File: config.mk
export PLATFORM = sky130hd
export DESIGN_NAME = srlr_lane
export DESIGN_NICKNAME = d
export VERILOG_FILES = /design/src/hw/rtl/srlr_pkg.sv /design/src/hw/rtl/srlr_lane.sv
export SDC_FILE = /design/constraint.sdc
export NUM_CORES = 1
export LEC_CHECK = 0
export BUFFER_PORTS_ARGS = -buffer_cell sky130_fd_sc_hd__buf_2
export CORE_AREA = 8 8 150 152
export CTS_BUF_LIST = sky130_fd_sc_hd__clkbuf_8
export CTS_CLUSTER_DIAMETER = 150
export DETAILED_ROUTE_END_ITERATION = 12
export DIE_AREA = 0 0 158 160
export PLACE_DENSITY = 0.9
export SLEW_MARGIN = 20
export SYNTH_ARGS = -nofsm -noshare
export SYNTH_HDL_FRONTEND = slang
export SYNTH_SLANG_ARGS = --single-unit
File: constraint.sdc
create_clock -name clk -period 8.1 [get_ports clk]
set_input_delay 0 -clock clk [delete_from_list [all_inputs] [get_ports clk]]
set_output_delay 0 -clock clk [all_outputs]
set_load 0.1 [all_outputs]
File: src/hw/rtl/srlr_pkg.sv
// ----------------------------------------------------------------------------
// Stereo ring resampler package
// Shared widths, reset values, register codes and pipeline control types.
// ----------------------------------------------------------------------------
package srlr_pkg;

    // Sample and field widths.
    localparam int DATA_W     = 16;
    localparam int STEP_W     = 24;
    localparam int SUM_W      = STEP_W + 1;
    localparam int BUF_W      = 11;
    localparam int CFG_DATA_W = 24;
    localparam int CFG_IDX_W  = 1;

    // Parameter defaults for the top level.
    localparam int RING_AW_DEF   = 10;
    localparam int FRAC_BITS_DEF = 16;

    // Register reset values.
    localparam logic [STEP_W-1:0] PHASE_STEP_RST = 24'h010000;
    localparam logic              INTERP_ON_RST  = 1'b1;

    // Request codes carried in req_type.
    localparam logic REQ_PUSH = 1'b0;
    localparam logic REQ_PULL = 1'b1;

    // Configuration register indexes.
    typedef enum logic [CFG_IDX_W-1:0] {
        REG_PHASE_STEP = 1'b0,
        REG_INTERP_ON  = 1'b1
    } cfg_reg_t;

    // Stage enables handed to each channel lane.
    typedef struct packed {
        logic en_b;
        logic en_c;
    } lane_ctrl_t;

endpackage

File: src/hw/rtl/srlr_lane.sv
// ----------------------------------------------------------------------------
// Resampler channel lane
// Forms the difference of two neighboring samples and scales it by the phase.
// ----------------------------------------------------------------------------
module srlr_lane #(
    parameter int FRAC_BITS = srlr_pkg::FRAC_BITS_DEF
) (
    input  logic                                     clk,
    input  srlr_pkg::lane_ctrl_t                     ctl,
    input  logic signed [srlr_pkg::DATA_W-1:0]       first,
    input  logic signed [srlr_pkg::DATA_W-1:0]       second,
    input  logic        [FRAC_BITS-1:0]              frac,
    output logic                                     prod_neg,
    output logic signed [srlr_pkg::DATA_W-1:0]       prod_base,
    output logic        [srlr_pkg::DATA_W+FRAC_BITS-1:0] prod_mag
);

    localparam int DW = srlr_pkg::DATA_W;
    localparam int PW = DW + FRAC_BITS;

    logic signed [DW:0]   diff;
    logic        [DW:0]   diff_abs;

    logic                 neg_b_reg;
    logic signed [DW-1:0] base_b_reg;
    logic [DW-1:0]        mag_b_reg;
    logic [FRAC_BITS-1:0] frac_b_reg;

    logic                 neg_c_reg;
    logic signed [DW-1:0] base_c_reg;
    logic [PW-1:0]        prod_c_reg;

    // Signed difference and its magnitude, which always fits the sample width.
    assign diff     = {second[DW-1], second} - {first[DW-1], first};
    assign diff_abs = diff[DW] ? (~diff + 1'b1) : diff;

    // Difference stage.
    always_ff @(posedge clk)
    begin
        if (ctl.en_b)
        begin
            neg_b_reg  <= diff[DW];
            base_b_reg <= first;
            mag_b_reg  <= diff_abs[DW-1:0];
            frac_b_reg <= frac;
        end
    end

    // Multiply stage: magnitude times the fraction.
    always_ff @(posedge clk)
    begin
        if (ctl.en_c)
        begin
            neg_c_reg  <= neg_b_reg;
            base_c_reg <= base_b_reg;
            prod_c_reg <= PW'(mag_b_reg) * PW'(frac_b_reg);
        end
    end

    assign prod_neg  = neg_c_reg;
    assign prod_base = base_c_reg;
    assign prod_mag  = prod_c_reg;

endmodule

==> impl_metrics.json <==
{
  "status": "finished clean",
  "synth-compound-area-share_pct": 6.966,
  "synth-xor-area-share_pct": 3.478,
  "synthArstFlopShare_pct": 0,
  "finalSetupViolCount": 0,
  "die_w_microns": 158,
  "synth_edf_count": 98,
  "area_growth_pct": 9.716,
  "start_util_pct": 62.66,
  "overflow": 0,
  "final_antenna_net_count": 0,
  "io_buffer_count": 99,
  "cp-end-kind": "register",
  "dp_hpwl_mm": 22.11,
  "yosysTopAreaCell": "fa_1",
  "die_area_sq_um": 25280,
  "timing.setup.tns_ns": 0,
  "maxCapViolCount": 0,
  "yosysMostFrequentCell": "inv_1",
  "htreeDepth": 3,
  "synth_warnings": 0,
  "cts-root-buf": "clkbuf_8",
  "worstSetupPathType": "reg -> reg",
  "hold_path_class": "in -> reg",
  "grt.total_usage_pct": 23.88,
  "crit_path_max_fanout": 16,
  "top_layer": "met4",
  "worst_pin_slew_ns": 0.9875,
  "core_area_sq_um": 20040,
  "post_drt_wl_per_cell_microns": 17.85,
  "yosys.area.top_type_share_pct": 31.09,
  "grt_pass1_vias": 10130,
  "drive_gt1_share_pct": 9.024,
  "cts_made_buffers": 9,
  "hold_violations": 0,
  "critPathRequiredTime_ns": 8.34,
  "synth_top_family_by_area": "adder cells",
  "gp_congestion": 0.9236,
  "synth-simple-area-share_pct": 14.04,
  "grt_max_degree": 50,
  "drtIter0Drc": 758,
  "muxShareOfSynthArea_pct": 0.07972,
  "maxSlewViolCount": 0,
  "skew_ns": 0.01921,
  "clock.fmax_ghz": 0.1413,
  "vias": 9236,
  "synthAdderAreaFrac_pct": 43.15,
  "num_io_pins": 100,
  "clockBufferDepth": 2,
  "postCtsResizedCells": 0,
  "cts_setup_buffers": 0,
  "r2r_slack_ns": 1.02,
  "synth_nets": 1617,
  "worst_slew_margin_rel_pct": 34.16,
  "met2_length_mm": 14.99,
  "avgSynthCellArea_sq_um": 10.04,
  "syn_area_sq_um": 12560,
  "hold_depth": 4,
  "fin_crit_ns": 7.080,
  "r2r_cells": 22,
  "nFillCells": 1453,
  "cp.arrival_ns": 7.32,
  "drt_wl_total_mm": 29.15,
  "synth_flop_cell": "edfxtp_1",
  "cts_tree": "done",
  "netlist_top_cells_count": "inv_1 (260), fa_1 (195), nand2_1 (145)",
  "synth_cells": 1250,
  "synth_area_leaders": "fa_1 (31%), edfxtp_1 (23%), ha_1 (12%), inv_1 (7.8%), and2_1 (6.1%)",
  "synth.distinct_cells": 54,
  "die_h_microns": 160,
  "n_antenna_cell": 0,
  "num_rows": 52,
  "postSynthRegisterBits": 98,
  "grt_pass1_wl_mm": 47.95,
  "drc": 0,
  "rsz0062_at_grt": "false",
  "clk_pin_slew_ns": 0.12,
  "synth_seq_area_share_pct": 23.44,
  "antenna_found_initial": 0,
  "drt_pass1_iterations": 6,
  "fin_crit_sh_pct": 87.40,
  "wl_met1_mm": 10.71,
  "largest_reg_flops": 32,
  "worstSetupStartpointType": "register",
  "finish.net_count": 1725,
  "clock_latency_ns": 0.40,
  "wl_met3_mm": 2.349,
  "numClockSinks": 98,
  "via_per_inst": 5.656
}
## what timing repair did
item	in CTS	in global routing
setup endpoints to repair	0	0
endpoints found under the hold margin	32	0
hold buffers	32	0
## path summary, 6_finish.rpt
kind / start / to
hold reg to reg: base_b_reg[4] / prod_base[4]
setup reg to reg: frac_b_reg[7] / prod_mag[29]
hold / removal: second[0] / mag_b_reg[0]
setup / recovery: frac_b_reg[7] / prod_mag[29]
## cell type report
type | instances | area [sq um] | area share [%]
timing repair buffer | 133 | 833.3 | 6.049
multi-input combinational | 856 | 8502 | 61.72
sequential | 98 | 2943 | 21.36
clock buffer | 9 | 123.9 | 0.8992
clock inverter | 7 | 60.06 | 0.4360
tap | 270 | 337.8 | 2.452
inverter | 260 | 975.9 | 7.084
## cells by family after synthesis
logic type / after synthesis
AND/OR/NAND/NOR: 357
AO/OA/AOI/OAI: 133
buffers and inverters: 296
flip-flops: 98
adder cells (fa/ha/maj): 316
XOR/XNOR: 49
multiplexers: 1
## placed cells by master, fill, tap and decap left out, types with 3 or more instances in the layout
| cell | count |
|---|---|
| nand3_1 | 6 |
| a21oi_1 | 38 |
| nand4_1 | 3 |
| a21o_1 | 19 |
| o21ai_0 | 19 |
| nor2b_1 | 7 |
| xor2_1 | 17 |
| and3_1 | 9 |
| inv_1 | 260 |
| a211oi_1 | 5 |
| nor2_1 | 46 |
| o21a_1 | 8 |
| o21ai_1 | 6 |
| fa_1 | 195 |
| nand2_1 | 145 |
| o21bai_1 | 5 |
| dlygate4sd3_1 | 32 |
| a221oi_1 | 4 |
| buf_2 | 98 |
| and2_1 | 122 |
| xnor2_1 | 31 |
| a311oi_1 | 3 |
| a31oi_1 | 5 |
| buf_4 | 3 |
| o211ai_1 | 3 |
| edfxtp_1 | 98 |
| ha_1 | 121 |
| clkbuf_8 | 9 |
| nor3_1 | 6 |
## per-stage QoR
step	utilization, %	hold WS (ns)	instances	setup WS (ns)	cell area (sq um)
6_report	68.74	0.1378	1633	1.020	13780
5_1_grt	68.74	0.1580	1633	0.8055	13780
4_1_cts	68.73	0.1204	1633	1.208	13770
3_5_place_dp	66.22	0.1781	1585	1.260	13270
3_3_place_gp	66.22	0.1777	1585	1.418	13270
2_1_floorplan	-	0.09887	1250	2.090	12560
## critical path, stage by stage (launching register included)
cell and delay [ns]:
edfxtp_1 0.86, nand2_1 0.18, fa_1 0.57, inv_1 0.06
fa_1 0.51, inv_1 0.06, fa_1 0.54, inv_1 0.05
fa_1 0.45, fa_1 0.49, inv_1 0.05, fa_1 0.47
inv_1 0.04, ha_1 0.35, a21o_1 0.23, a21o_1 0.18
a21oi_1 0.15, o21ai_1 0.11, a211oi_2 0.55, o211ai_1 0.25
nand2_1 0.18, or4b_1 0.45, o211ai_1 0.12
## per-layer routing
layer | vias to the layer above | GRT usage (%)
li1 | 4137 | -
met3 | 90 | 4.858
met1 | 4568 | 27.32
met2 | 441 | 42.55
met5 | - | 0
met4 | 0 | 9.734
Power is left out: the tool's default activity adds up to more than one toggle a clock period on the data nets, which glitch-free logic cannot reach.
