$ cat src/hw/rtl/srlr_pkg.sv
// ----------------------------------------------------------------------------
// Stereo ring resampler package
// Shared widths, reset values, register codes and pipeline control types.
// ----------------------------------------------------------------------------
package srlr_pkg;

    // Sample and field widths.
    localparam int DATA_W     = 16;
    localparam int STEP_W     = 24;
    localparam int SUM_W      = STEP_W + 1;
    localparam int BUF_W      = 11;
    localparam int CFG_DATA_W = 24;
    localparam int CFG_IDX_W  = 1;

    // Parameter defaults for the top level.
    localparam int RING_AW_DEF   = 10;
    localparam int FRAC_BITS_DEF = 16;

    // Register reset values.
    localparam logic [STEP_W-1:0] PHASE_STEP_RST = 24'h010000;
    localparam logic              INTERP_ON_RST  = 1'b1;

    // Request codes carried in req_type.
    localparam logic REQ_PUSH = 1'b0;
    localparam logic REQ_PULL = 1'b1;

    // Configuration register indexes.
    typedef enum logic [CFG_IDX_W-1:0] {
        REG_PHASE_STEP = 1'b0,
        REG_INTERP_ON  = 1'b1
    } cfg_reg_t;

    // Stage enables handed to each channel lane.
    typedef struct packed {
        logic en_b;
        logic en_c;
    } lane_ctrl_t;

endpackage

$ cat src/hw/rtl/srlr_merge.sv
// ----------------------------------------------------------------------------
// Resampler output merge
// Finishes both lanes' blends and registers the combined output frame word.
// ----------------------------------------------------------------------------
module srlr_merge #(
    parameter int FRAC_BITS = srlr_pkg::FRAC_BITS_DEF
) (
    input  logic                                         clk,
    input  logic                                         en_out,
    input  logic                                         left_neg,
    input  logic signed [srlr_pkg::DATA_W-1:0]           left_base,
    input  logic        [srlr_pkg::DATA_W+FRAC_BITS-1:0] left_mag,
    input  logic                                         right_neg,
    input  logic signed [srlr_pkg::DATA_W-1:0]           right_base,
    input  logic        [srlr_pkg::DATA_W+FRAC_BITS-1:0] right_mag,
    input  logic        [srlr_pkg::BUF_W-1:0]            buffered,
    output logic signed [srlr_pkg::DATA_W-1:0]           out_left,
    output logic signed [srlr_pkg::DATA_W-1:0]           out_right,
    output logic        [srlr_pkg::BUF_W-1:0]            frames_buffered
);

    localparam int DW = srlr_pkg::DATA_W;
    localparam int PW = DW + FRAC_BITS;

    logic signed [DW-1:0]  left_reg;
    logic signed [DW-1:0]  right_reg;
    logic [srlr_pkg::BUF_W-1:0] buffered_reg;

    // Drop the fraction bits of the scaled magnitude, then apply the sign.
    // The quotient is truncated toward zero because the magnitude is used.
    function automatic logic [DW-1:0] finish(input logic neg,
                                             input logic signed [DW-1:0] base,
                                             input logic [PW-1:0] mag);
        logic [DW+1:0] q;
        logic [DW+1:0] sum;
        q   = {2'b00, mag[PW-1:FRAC_BITS]};
        sum = neg ? ({{2{base[DW-1]}}, base} - q) : ({{2{base[DW-1]}}, base} + q);
        return sum[DW-1:0];
    endfunction

    // Output frame register.
    always_ff @(posedge clk)
    begin
        if (en_out)
        begin
            left_reg     <= finish(left_neg, left_base, left_mag);
            right_reg    <= finish(right_neg, right_base, right_mag);
            buffered_reg <= buffered;
        end
    end

    assign out_left        = left_reg;
    assign out_right       = right_reg;
    assign frames_buffered = buffered_reg;

endmodule

$ cat config.mk
export PLATFORM = sky130hd
export DESIGN_NAME = srlr_merge
export DESIGN_NICKNAME = d
export VERILOG_FILES = /design/src/hw/rtl/srlr_pkg.sv /design/src/hw/rtl/srlr_merge.sv
export SDC_FILE = /design/constraint.sdc
export NUM_CORES = 1
export LEC_CHECK = 0
export ABC_AREA = 1
export BUFFER_PORTS_ARGS = -buffer_cell sky130_fd_sc_hd__buf_2
export CAP_MARGIN = 10
export CORE_MARGIN = 2
export CORE_UTILIZATION = 35
export DETAILED_ROUTE_END_ITERATION = 12
export PLACE_DENSITY_LB_ADDON = 0.05
export SLEW_MARGIN = 30
export SYNTH_ARGS = -nofsm -noshare
export SYNTH_HDL_FRONTEND = slang
export SYNTH_SLANG_ARGS = --single-unit
$ cat constraint.sdc
create_clock -name clk -period 3.75 [get_ports clk]
set_clock_uncertainty 0.1 [all_clocks]
set_input_delay 0.5625 -clock clk [delete_from_list [all_inputs] [get_ports clk]]
set_output_delay 0.5625 -clock clk [all_outputs]
set_load 0.01 [all_outputs]
==> metrics.md <==
| Metric | Value |
|---|---|
| Routed WL | `just under 10,000 µm` |
| Die H | `111 µm` |
| Hold Fails Final Rpt | `0` |
| Routability cong. | `about 0.84` |
| Maximum fanout along the worst path | `5` |
| Least-Margin Pin Slew | `roughly 570 ps` |
| Slew HR | `0.621` |
| Wire per inst | `12.0 µm` |
| Max-cap violations | `0` |
| Unique masters post-synth | `29` |
| Hpwl dp | `about 8200 µm` |
| Root Driver | `clkbuf_16` |
| IO Count | `~150` |
| Post_cts resized | `0` |
| Max VDD drop | `228 µV` |
| Minimum clock period | `a little under 3000 ps` |
| Worst setup SP type | `primary input` |
| RSZ-0062 raised after global routing | `false` |
| Largest net degree at the start of global routing | `between 40 and 50` |
| Layout cells sized above 1 | `0.218` |
| Fmax | `about 340 MHz` |
| Grt ovf | `0` |
| Initial antenna violation count | `0` |
| Multi-input gate area | `around 2300 µm²` |
| Crit path arrival time | `roughly 2900 ps` |
| Vias | `approximately 3,800` |
| Pwr dens | `~360 nW/µm²` |
| Setup Buffers After CTS | `0` |
| Sequential share of the synthesized area | `0.323` |
| Final hold slack | `~350 ps` |
| Synth area leader | `edfxtp_1` |
| Number of port buffers | `approximately 120` |
| Clock slew at reported path FFs | `roughly 60 ps` |
| Die width | `between 100 and 150 µm` |
| Filler cell count | `about 1,200` |
| Period Utilization, post-route | `0.778` |
| First-pass GRT wire length | `16,400 µm` |
| Crit path required time | `3680 ps` |
| Max Root-Sink Buffers | `2` |
| Die area | `around 12,000 µm²` |
| Share of the synthesized area in the top cell type | `0.323` |
| Cells after Synth | `554` |
| DRT iter0 DRCs | `around 180` |
| Leak pwr | `~2.6 nW` |
| Kind of critical path | `primary input to register` |
| Mean Syn Cell Area | `between 7 and 8 µm²` |
| Drt drc | `0` |
| Number of global-route vias before repair | `~3,600` |
| Mapped Area | `roughly 4000 µm²` |
| Core area | `between 10,000 and 15,000 µm²` |
| Reg area | `1290 µm²` |
| N_diodes | `0` |
| Crit path launch | `right_mag[17]` |
| Area contributors post-synth | `edfxtp_1 32%, nand2_1 16%, ha_1 10%` |
| CTS tree | `yes` |
| Slew Limit Fails | `0` |
| Clk sinks | `43` |
| P&R area growth vs syn | `22.9%` |
| Nets | `about 800` |
| Setup TNS after final layout | `0 ps` |
| Total Routing Usage GR | `0.163` |
| H-tree levels | `2` |
| Vias per cell | `4.61` |
| Hold-fix buffers, CTS | `0` |
| CTS Buf Count | `5` |
| Setup violators final | `0` |
| Post-Syn Nets | `about 700` |
| YS warnings | `0` |
| Seq cells post-synth | `43` |
| Final ANT Viol Nets | `0` |
| Row count | `39` |
| First-pass DRT Iterations | `4` |
| Status | `complete, no violations` |
| Setup crit end | `out_right[13]$_DFFE_PP_` |
| Hold/Removal Path Class | `primary input to register` |
| Initial Utilization | `0.354` |
| Setup crit end kind | `register` |
## metrics by stage
step / total power, mW / std cells / util / setup WS (ps) / area (µm²)
5_1_grt: 1.90 / 822 / 0.435 / 642 / 4910
3_3_place_gp: 1.34 / 814 / 0.422 / 591 / 4760
4_1_cts: 1.79 / 822 / 0.435 / 887 / 4910
2_1_floorplan: 1.10 / 554 / - / 1110 / 3990
6_report: 1.76 / 822 / 0.435 / 831 / 4910
3_5_place_dp: 1.33 / 814 / 0.422 / 594 / 4760
## how the worst min path moves through the flow
stage / startpoint / to / slack (ps) / cells past startpoint
CTS: buffered[6] / frames_buffered[6]$_DFFE_PP_ / 340 / 1
floorplan: buffered[0] / frames_buffered[0]$_DFFE_PP_ / 560 / 0
global route: buffered[6] / frames_buffered[6]$_DFFE_PP_ / 330 / 1
finish: buffered[7] / frames_buffered[7]$_DFFE_PP_ / 350 / 1
global placement: buffered[6] / frames_buffered[6]$_DFFE_PP_ / 640 / 1
detailed placement: buffered[4] / frames_buffered[4]$_DFFE_PP_ / 640 / 1
## cell families (layout without fill, tap and decap cells)
family | after synthesis | count (layout) | synth area share
flip-flops | 43 | 43 | 0.323
buffers and inverters | 93 | 218 | 0.0893
AO/OA/AOI/OAI | 55 | 55 | 0.0793
XOR/XNOR | 37 | 37 | 0.0830
adder cells (fa/ha/maj) | 34 | 34 | 0.110
AND/OR/NAND/NOR | 292 | 292 | 0.315
## Yosys cell counts (all sizes together)
| library cell | count |
|---|---|
| or2 | 1 |
| a21o | 5 |
| buf | 4 |
| o21ai | 18 |
| nor3 | 6 |
| nand3b | 2 |
| edfxtp | 43 |
| fa | 2 |
| nand2 | 170 |
| and2 | 2 |
| nand4 | 5 |
| xor2 | 34 |
| nor2 | 53 |
| ha | 32 |
| nand3 | 53 |
| inv | 89 |
| xnor2 | 3 |
| a21oi | 25 |
| o21bai | 5 |
| o21a | 2 |
## placed cells by master, fill, tap and decap left out, drive strengths merged
master	instances
o21a	2
xnor2	3
buf	121
a21o	5
a21oi	25
xor2	34
clkbuf	5
ha	32
and2	2
fa	2
inv	90
nor2	53
nand3b	2
nor3	6
nand4	5
o21bai	5
or2	1
nand3	53
nand2	170
o21ai	18
edfxtp	43
clkinvlp	2
## report_power, final
part	switching [mW]	internal (mW)
clock	0.184	0.249
sequential	0.0196	0.638
combinational	0.409	0.257
total	0.613	1.14
## layout make-up
type	instances	area share
Multi-Input combinational cell	418	0.478
Sequential cell	43	0.263
Timing Repair Buffer	121	0.124
Inverter	89	0.0681
Tap cell	143	0.0365
Clock buffer	5	0.0255
Clock inverter	3	0.00484
## registers in the layout, summed over array words and instances, names as in the netlist
name	count
out_left	16
out_right	16
frames_buffered	11
## per-layer routing
metal	global-route usage	vias to the layer above	wire [µm]	part of all wire
li1	-	2033	-	-
met1	0.241	1656	5170	0.52
met2	0.249	100	4120	0.42
met3	0.0323	2	530	0.054
met4	0.0325	0	46	0.0047
met5	0	-	0	0
## critical path, cell delays in order
cell and delay (ps):
buf_2 90, inv_1 110, ha_1 210, nand4_1 210, nor2_2 160, nand3_1 120
nand2_1 80, nand2_1 50, nand2_1 50, inv_1 50, ha_1 350, nand2_1 70
inv_1 90, nand3_1 130, nor3_1 140, o21ai_0 200, nand3_1 130, nand2_1 60
(Power assumes the default switching activity.)
